File: src/rtl/lud_pkg.sv
// ----------------------------------------------------------------------------
// lud_pkg
// Shared types, constants and helpers for the Doolittle LU decomposition block.
// ----------------------------------------------------------------------------
package lud_pkg;

	localparam int DATA_W        = 32;
	localparam int FRAC_W        = 16;
	localparam int IDX_W         = 3;
	localparam int SIZE_W        = 4;
	localparam int DEF_MAX_ORDER = 8;
	localparam int DIV_STEPS     = DATA_W + FRAC_W;   // quotient bits
	localparam int DIV_CNT_W     = $clog2(DIV_STEPS);

	// APB register indexes
	localparam logic REG_MATRIX_SIZE = 1'b0;

	typedef enum logic [3:0] {
		ST_IDLE,
		ST_COPY_RD,
		ST_COPY_WR,
		ST_PIV_RD,
		ST_PIV_CHK,
		ST_COL_RD,
		ST_DIV_GO,
		ST_DIV_WAIT,
		ST_UPD_RD,
		ST_UPD_MUL,
		ST_UPD_SUB,
		ST_OUT_RD,
		ST_OUT_EMIT,
		ST_FAIL
	} lud_state_t;

	// linear position of (r, c) in an n-wide row-major layout
	function automatic logic [6:0] lud_idx(input logic [IDX_W-1:0] r,
	                                       input logic [IDX_W-1:0] c,
	                                       input logic [SIZE_W-1:0] n);
		logic [6:0] base;
		base = 7'(r) * 7'(n);
		return base + 7'(c);
	endfunction

endpackage

File: src/rtl/lud_div.sv
// ----------------------------------------------------------------------------
// lud_div
// Radix-2 restoring divider: (num << 16) / den, truncated, saturated to 32 bits.
// ----------------------------------------------------------------------------
module lud_div import lud_pkg::*; (
	input  logic                     clk,
	input  logic                     arst_n,
	input  logic                     start,
	input  logic signed [DATA_W-1:0] num_in,
	input  logic signed [DATA_W-1:0] den_in,
	output logic                     done,
	output logic signed [DATA_W-1:0] quo
);

	logic                  act_q;
	logic                  done_q;
	logic [DIV_CNT_W-1:0]  cnt_q;
	logic [DIV_STEPS-1:0]  dvd_q;   // dividend in, quotient out
	logic [DATA_W:0]       rem_q;
	logic [DATA_W-1:0]     den_q;
	logic                  neg_q;

	logic [DATA_W-1:0]     num_mag;
	logic [DATA_W-1:0]     den_mag;
	logic [DATA_W:0]       rem_sh;
	logic                  fits;

	assign num_mag = num_in[DATA_W-1] ? (~num_in + 1'b1) : num_in;
	assign den_mag = den_in[DATA_W-1] ? (~den_in + 1'b1) : den_in;
	assign rem_sh  = {rem_q[DATA_W-1:0], dvd_q[DIV_STEPS-1]};
	assign fits    = rem_sh >= {1'b0, den_q};

	always_ff @(posedge clk or negedge arst_n) begin
		if (!arst_n) begin
			act_q  <= 1'b0;
			done_q <= 1'b0;
			cnt_q  <= '0;
		end else begin
			done_q <= 1'b0;
			if (start) begin
				act_q <= 1'b1;
				cnt_q <= '0;
			end else if (act_q) begin
				cnt_q <= cnt_q + 1'b1;
				if (cnt_q == DIV_CNT_W'(DIV_STEPS - 1)) begin
					act_q  <= 1'b0;
					done_q <= 1'b1;
				end
			end
		end
	end

	always_ff @(posedge clk) begin
		if (start) begin
			dvd_q <= {num_mag, {FRAC_W{1'b0}}};
			rem_q <= '0;
			den_q <= den_mag;
			neg_q <= num_in[DATA_W-1] ^ den_in[DATA_W-1];
		end else if (act_q) begin
			rem_q <= fits ? (rem_sh - {1'b0, den_q}) : rem_sh;
			dvd_q <= {dvd_q[DIV_STEPS-2:0], fits};
		end
	end

	always_comb begin
		if (neg_q) begin
			if (dvd_q > DIV_STEPS'(33'h0_8000_0000))
				quo = {1'b1, {(DATA_W-1){1'b0}}};
			else
				quo = -$signed(dvd_q[DATA_W-1:0]);
		end else begin
			if (dvd_q > DIV_STEPS'(32'h7FFF_FFFF))
				quo = {1'b0, {(DATA_W-1){1'b1}}};
			else
				quo = $signed(dvd_q[DATA_W-1:0]);
		end
	end

	assign done = done_q;

endmodule

File: config.mk
export PLATFORM = sky130hd
export DESIGN_NAME = lud_div
export DESIGN_NICKNAME = d
export VERILOG_FILES = /design/src/rtl/lud_pkg.sv /design/src/rtl/lud_div.sv
export SDC_FILE = /design/constraint.sdc
export NUM_CORES = 1
export LEC_CHECK = 0
export ABC_AREA = 0
export BUFFER_PORTS_ARGS = -buffer_cell sky130_fd_sc_hd__buf_2
export CAP_MARGIN = 20
export CORE_UTILIZATION = 35
export DETAILED_ROUTE_END_ITERATION = 10
export REMOVE_ABC_BUFFERS = 1
export SYNTH_ARGS = -nofsm -noshare
export SYNTH_HDL_FRONTEND = slang
export SYNTH_SLANG_ARGS = --single-unit
File: constraint.sdc
create_clock -name clk -period 3 [get_ports clk]
set_input_delay 0.3 -clock clk [delete_from_list [all_inputs] [get_ports clk]]
set_output_delay 0.3 -clock clk [all_outputs]
set_load 0.01 [all_outputs]
Yosys cells after proc, flatten, opt, wreduce, memory -nomap -nowiden. Cells that the tools add are included. Widths: inputs -> output; s select.

Register bits: 121. Input port bits: 67. Logic and storage cells: 38.

$add $sub $neg: 5. $lt $le $gt $ge: 3. Equal/unequal tests: 1. Muxes and demuxes: 16. Bitwise gates (word level): 3. Reduce and logical (&&, ||, !) cells: 1.

Operator list (number): $mux 32 (5); $mux 48 (2); $add 32x1->32 const B (2); $not 32->32 (2); $gt 48x31->1 const B (1); $gt 48x32->1 const B (1); $ge 33x32->1 (1); $neg 32->32 (1); $sub 32x32->32 (1); $mux 31 (1); $mux 6 (2); $add 6x1->6 const B (1); $eq 6x6->1 const B (1); $mux 1 (6); $reduce_bool 2->1 (1); $xor 1x1->1 (1).

Longest topological paths before layout. Gate-level depths: netlist of the first run.

Depth after elaboration: 4. Gate-level depth with buffers: 15. Depth with buffers taken out: 13.

Worst setup path after synthesis of the first run. No wires, ideal clock.

Path type: register to output. Start: register dvd_q[0]. End: output port quo[10]. Data arrival time: 2.872 ns. Setup slack: -0.172 ns. Stages on the path, launching flop included: 12. Path buffers: 1. Path through: dfxtp_1 inv_1 ha_1 or3b_1 or3_1 or3_4 nor2_4 nand3_1 a21o_1 or2_1 buf_2 o311ai_0.

Longest elaborated chain between the ends: 3. Elaborated cells on any way between the ends: 6. Classes of those cells: 1 x add/sub; 2 x order compare; 3 x mux.

RTL lines: from (decl) (line lud_div.sv:18) `logic [DIV_STEPS-1:0] dvd_q;`; from (signal assigned) (line lud_div.sv:55) `dvd_q <= {num_mag, {FRAC_W{1'b0}}};`; from (signal assigned) (line lud_div.sv:61) `dvd_q <= {dvd_q[DIV_STEPS-2:0], fits};`; $gt 48x31->1 (tied with other cells) (line lud_div.sv:72) `if (dvd_q > DIV_STEPS'(32'h7FFF_FFFF))`; $mux 32, on equally long branches (line lud_div.sv:72, lud_div.sv:67); $mux 32 * (line lud_div.sv:66) `if (neg_q) begin`; to (decl) (line lud_div.sv:12) `output logic signed [DATA_W-1:0] quo`.

Every way passes the cells marked *; elsewhere a longest branch is shown, timed or not.

Final worst setup path of the first run.
Start: register dvd_q[0]. End: output port quo[5].

Same word-level chain as after synthesis.

==> flow_summary_export.csv, run 1 <==
group,metric,value,unit
floorplanning,io_pins,100,
worst_setup_path,path_common_cell,"or3_4",
timing,fmax,270,MHz
routing,drc,0,
yosys,yosysTopAreaCellShare,22.8,%
clocking,clockRootBuffer,"clkbuf_16",
timing,final_hold_viol_count,0,
floorplanning,initial_core_util,36.0,%
yosys,synth_ff_type,"edfxtp_1",
yosys,yosys-top-cells-area,"edfxtp_1 23%, dfxtp_1 11%, xnor2_1 7.3%",
clocking,cts.path.max_buffers,2,
layout,drive_above_1_share,28.9,%
yosys,yosys.area.top_type,"edfxtp_1",
worst_setup_path,cpPeakStageDelay,370,ps
placement,post-place-cells,1426,
power_and_ir_drop,power.density,429,nW/µm²
grt,grt_start_max_net_pins,77,
yosys,ys_seq_area_share,36.4,%
yosys,synth-seq-cells,121,
floorplanning,row_count,56,
power_and_ir_drop,leakage,4.83,nW
clocking,cts_tree,"built",
routing,drtPass1Iterations,5,
yosys,mappedNetlistArea,8560,µm²
timing,finalSetupViolations,32,
yosys,syn_inst,973,
yosys,yosys.area_share.simple,18.2,%
timing,slew_headroom,53.4,%
status,status,"complete, but fails checks",
layout,synthToLayoutAreaGrowth,32.5,%
yosys,synthAdderAreaFrac,5.50,%
status,violations,"negative setup slack",
grt,grt_pass1_vias,7491,
worst_setup_path,cp_max_fo,11,
clocking,clock_latency,420,ps
clocking,clk_pin_slew_worst_paths,60,ps
timing,fin_crit,3700,ps
min_path,hp-start,"den_in[0]",
clocking,cts.sinks,121,
timing,post-route-worst-setup-slack,-700,ps
yosys,synth_edf_count,65,
yosys,synth_top_cells_by_count,"93 x nand2_1, 87 x nor2_1, 71 x o21ai_0, 71 x xnor2_1, 65 x edfxtp_1",
yosys,synth_top_family_by_area,"compound AO/OA/AOI/OAI gates",
routing,routed_wirelength,23400,µm
power_and_ir_drop,p_total,4.86,mW
worst_setup_path,critPathKind,"register to output port",
timing,whs,151,ps
floorplanning,fp.dieH,158,µm
routing,wl_per_cell,15.7,µm
timing,finalSetupTns,-18650,ps
grt,grt_util_all_layers,18.9,%
power_and_ir_drop,ir_worst_vdd,311,µV
yosys,yosysMostFrequentCell,"nand2_1",
layout,fin_cells,1484,
yosys,synthMuxAreaShare,2.92,%
yosys,avgSynthCellArea,8.79,µm²
timing,rsz0062_at_grt,"true",
placement,io_buffers,99,
grt,grt_pass1_wl,37300,µm
floorplanning,die_x,158,µm
routing,drt_iter0_markers,468,
yosys,synth_warnings,0,
worst_setup_path,slowest_stage,"or3b_4",
placement,dp_hpwl,16100,µm
timing,tightest_slew,699,ps
job,max_cap_violations,0,
worst_setup_path,path_cells,"inv_2, ha_4, or3b_4, or3_4, or3_4, nor2_4, nand3_2, a21o_1, or2_4, buf_12, or3b_1, nand3_1, buf_2",
timing,finClkSkew,8.72,ps
floorplanning,core,23800,µm²
worst_setup_path,cp-startpoint,"dvd_q[0]$_SDFFE_PP0P_",
grt,grt_overflow,0,
worst_setup_path,start_kind,"register",
yosys,async_flop_share,6.61,%
timing,drv_slew,0,
worst_setup_path,r2r-start,"dvd_q[47]$_DFFE_PP_",
worst_setup_path,crit_path_end_kind,"output port",
layout,n_fill_cell,2239,
routing,num_vias,7965,
min_path,hold_path.class,"input port to register",
yosys,yosys.area_share.xor_xnor,9.21,%
routing,ant_nets,0,
clocking,cts_buffers,17,
placement,routabilityCongestion,0.846,
yosys,ys_types,74,
worst_setup_path,cp.arrival,3400,ps
yosys,synth_compound_area_share,23.0,%
timing,finalCritPeriodShare,123,%
layout,fin_nets,1256,
worst_setup_path,crit_required,2700,ps
floorplanning,die_area,25100,µm²
clocking,htreeDepth,4,
routing,routed_via_density,5.37,
layout,diodes,0,
grt,antenna_found_initial,0,
-- power by group --
| part | internal, mW | switching [mW] | total (mW) |
|---|---|---|---|
| clock | 1.27 | 0.743 | 2.01 |
| sequential | 1.88 | 0.0728 | 1.95 |
| combinational | 0.407 | 0.493 | 0.900 |
-- registers in the layout, indices dropped and copies added, names as in the netlist --
name   count
act_q      1
cnt_q      6
dvd_q     48
den_q     32
rem_q     32
neg_q      1
done       1
-- cell type report --
type | count | area [µm²] | share of cell area (%)
flip-flops and latches | 121 | 3120 | 27.5
clock buffers | 28 | 561 | 4.94
well taps | 319 | 399 | 3.52
inverters | 55 | 209 | 1.84
repair buffers | 209 | 1420 | 12.6
multi-input cells | 748 | 5600 | 49.4
clock inverters | 4 | 25.0 | 0.221
-- cell usage in the layout (no fill, tap or decap), types with 13 or more instances in the layout --
cell type	Yosys	final
inv_1	55	51
o21ai_0	71	47
nor4_1	17	15
dfxtp_1	48	47
edfxtp_1	65	65
buf_2	5	97
o31ai_1	16	16
clkbuf_16	0	20
buf_4	0	95
nor3_1	21	14
xnor2_1	71	71
mux2i_1	25	25
a211oi_1	17	16
ha_1	36	34
a21o_1	23	23
o21ai_1	3	13
nor2_1	87	85
nand2_1	93	86
a22o_1	30	30
a21oi_1	44	40
xor2_1	19	19
-- logic make-up after synthesis --
family,Yosys count
compound gates,284
xor+xnor,90
fa+ha+maj,37
buf+inv,104
flops,121
mux,25
simple gates,312
-- what timing repair did --
action,4_1_cts,5_1_grt
pin swaps,16,38
gates cloned,3,0
resized for setup,83,69
hold endpoints to repair,8,0
hold buffers,1,0
buffers inserted,14,12
setup endpoints to repair,36,59
-- metal layers --
| layer | share of wire (%) | global-route usage (%) |
|---|---|---|
| met1 | 45 | 24.6 |
| met2 | 48 | 30.9 |
| met3 | 4.2 | 2.75 |
| met4 | 2.8 | 8.24 |
| met5 | 0 | 0 |
-- path summary, 6_finish.rpt --
check                                              end  slack [ps]  cells after the start
worst max register to register  rem_q[22]$_SDFFE_PP0P_          40                     12
max in group asynchronous              act_q$_DFF_PN0_        2570                      2
worst min-delay path                den_q[0]$_DFFE_PP_         150                      1
worst min register to register  rem_q[31]$_SDFFE_PP0P_         480                      2
worst max-delay path                            quo[5]        -700                     13
min in group asynchronous               done$_DFF_PN0_         250                      2
-- stage by stage --
stage                     setup slack (ps)  util, %  cell area [µm²]
after floorplan                      -1440        -             8350
after global routing                  -830     47.7            11300
final                                 -700     47.7            11300
after CTS                             -670     46.5            11100
after detailed placement              -300     41.8             9920
after global placement                -225     41.8             9920
-- worst max-delay path, delay by kind of cell (launching register included) --
family / cells / cell delay, ps
AND/OR/NAND/NOR: 8 / 1950
buffers and inverters: 3 / 360
flip-flops: 1 / 320
AO/OA/AOI/OAI: 1 / 200
adder cells (fa/ha/maj): 1 / 140
Power figures use the tool's default switching activity.
==> inputs of run 2 (changes only) <==
--- a/config.mk
+++ b/config.mk
@@ -8,8 +8,11 @@
 export ABC_AREA = 0
 export BUFFER_PORTS_ARGS = -buffer_cell sky130_fd_sc_hd__buf_2
 export CAP_MARGIN = 20
-export CORE_UTILIZATION = 35
+export CELL_PAD_IN_SITES_DETAIL_PLACEMENT = 1
+export CELL_PAD_IN_SITES_GLOBAL_PLACEMENT = 2
+export CORE_UTILIZATION = 33
 export DETAILED_ROUTE_END_ITERATION = 10
+export PLACE_DENSITY_LB_ADDON = 0.1
 export REMOVE_ABC_BUFFERS = 1
 export SYNTH_ARGS = -nofsm -noshare
 export SYNTH_HDL_FRONTEND = slang
==> flow_summary_export.csv, run 2 (same netlist as run 1, synthesis figures left out) <==
group,metric,value,unit
layout,top_regs,"dvd_q: 48 flops, den_q: 32 flops, rem_q: 32 flops",
layout,regArea,3120,µm²
grt,grt_pass1_wl,42800,µm
layout,layout_commonest_cell,"buf_4",
worst_setup_path,critPathKind,"register to output port",
power_and_ir_drop,power.density,439,nW/µm²
timing,slew_headroom,52.6,%
worst_setup_path,crit_required,2700,ps
grt,grt_start_max_net_pins,55,
floorplanning,io_pins,100,
job,max_cap_violations,0,
status,violations,"negative setup slack",
timing,fin_crit,3710,ps
power_and_ir_drop,ir_worst_vdd,381,µV
routing,routed_via_density,5.31,
timing,rsz0062_at_grt,"true",
timing,fmax,269,MHz
placement,place_ws,-322,ps
clocking,cts_tree,"built",
routing,ant_nets,0,
layout,drive_above_1_share,28.5,%
floorplanning,core,25300,µm²
layout,fin_nets,1261,
floorplanning,die_area,26600,µm²
routing,wl_per_cell,17.7,µm
layout,diodes,0,
clocking,cts.sinks,121,
layout,synthToLayoutAreaGrowth,33.2,%
status,status,"complete, but fails checks",
timing,finalCritPeriodShare,124,%
routing,drtPass1Iterations,4,
grt,grt_overflow,0,
routing,drt_iter0_markers,332,
worst_setup_path,start_kind,"register",
timing,final_hold_viol_count,0,
routing,num_vias,7958,
layout,top_register,"dvd_q",
min_path,hold_path.class,"input port to register",
routing,routed_wirelength,26500,µm
clocking,clock_latency,430,ps
timing,finalSetupViolations,32,
timing,finClkSkew,14.3,ps
timing,tightest_slew,710,ps
routing,drc,0,
timing,drv_slew,0,
clocking,cts_buffers,17,
floorplanning,die_x,163,µm
floorplanning,initial_core_util,33.8,%
placement,io_buffers,99,
placement,routabilityCongestion,0.772,
worst_setup_path,cp.arrival,3410,ps
layout,n_fill_cell,2943,
clocking,htreeDepth,4,
timing,post-route-worst-setup-slack,-712,ps
floorplanning,row_count,58,
layout,final_cell_mix,"104 x buf_4, 94 x buf_2, 90 x nand2_1",
floorplanning,fp.dieH,163,µm
clocking,clk_pin_slew_worst_paths,60,ps
clocking,cts.path.max_buffers,2,
worst_setup_path,crit_path_end_kind,"output port",
grt,grt_pass1_vias,8202,
power_and_ir_drop,leakage,4.87,nW
layout,largest_reg_flops,48,
worst_setup_path,cp_max_fo,7,
placement,post-place-cells,1444,
clocking,clockRootBuffer,"clkbuf_16",
grt,grt_util_all_layers,20.4,%
power_and_ir_drop,p_total,5.00,mW
grt,antenna_found_initial,0,
layout,multi_input_area,5560,µm²
layout,fin_cells,1500,
placement,dp_hpwl,19000,µm
[run 2: changes by cell type in the layout (fill, tap and decap cells not counted), sizes merged]
cell / change
clkbuf: -8
bufinv: +2
inv: +1
clkinv: +4
clkinvlp: +1
buf: +5
[run 2: final timing paths]
path | from | endpoint | slack [ps] | depth (start not counted)
worst min register to register | rem_q[2]$_SDFFE_PP0P_ | rem_q[2]$_SDFFE_PP0P_ | 480 | 2
worst max register to register | dvd_q[47]$_DFFE_PP_ | rem_q[22]$_SDFFE_PP0P_ | 120 | 11
worst max-delay path | dvd_q[0]$_SDFFE_PP0P_ | quo[5] | -710 | 13
worst min-delay path | den_in[0] | den_q[0]$_DFFE_PP_ | 140 | 1
min in group asynchronous | arst_n | cnt_q[1]$_DFFE_PN0P_ | 250 | 2
max in group asynchronous | arst_n | act_q$_DFF_PN0_ | 2560 | 2
[run 2: per-stage QoR]
| step | TNS (ps) | util [%] | area, µm² | hold WS (ps) |
|---|---|---|---|---|
| after global routing | -21490 | 45.0 | 11400 | 117 |
| after global placement | -5500 | 39.4 | 9970 | 162 |
| after detailed placement | -6760 | 39.4 | 9970 | 159 |
| after CTS | -18100 | 43.6 | 11000 | 124 |
| final | -17800 | 45.0 | 11400 | 141 |
| after floorplan | -65760 | - | 8350 | 4.41 |
[run 2: where the power goes]
group	switching [mW]	internal, mW
Clock	0.818	1.33
Combinational	0.512	0.405
Sequential	0.0642	1.87
[run 2: what timing repair did]
item,in CTS,in global routing
gates cloned,1,0
setup buffers,15,8
endpoints found under the setup margin,37,62
endpoints found under the hold margin,8,0
hold buffers,1,0
resized for setup,64,68
pin swaps,14,19
[run 2: cell type report]
type	instances	share of cell area, %
Clock inverter	12	1.21
Multi-Input combinational cell	748	48.8
Sequential cell	121	27.4
Inverter	55	1.83
Timing Repair Buffer	214	13.0
Tap cell	330	3.62
Clock buffer	20	4.19
[run 2: critical path, cell delays in order (launching register included)]
cell	delay (ps)
dfxtp_4	360
inv_4	60
ha_4	130
or3b_4	370
or3_4	340
or3_4	360
nor2_4	100
nand3_2	70
a21o_1	220
or2_4	280
buf_12	150
or3b_4	360
nand3_2	90
buf_6	100
[run 2: per-layer routing]
layer | GRT usage [%] | up-vias | part of all wire, %
met5 | 0 | - | 0
met4 | 6.80 | 0 | 1.8
met3 | 3.83 | 28 | 2.6
met2 | 35.2 | 106 | 50
met1 | 25.5 | 3870 | 46
li1 | - | 3954 | -
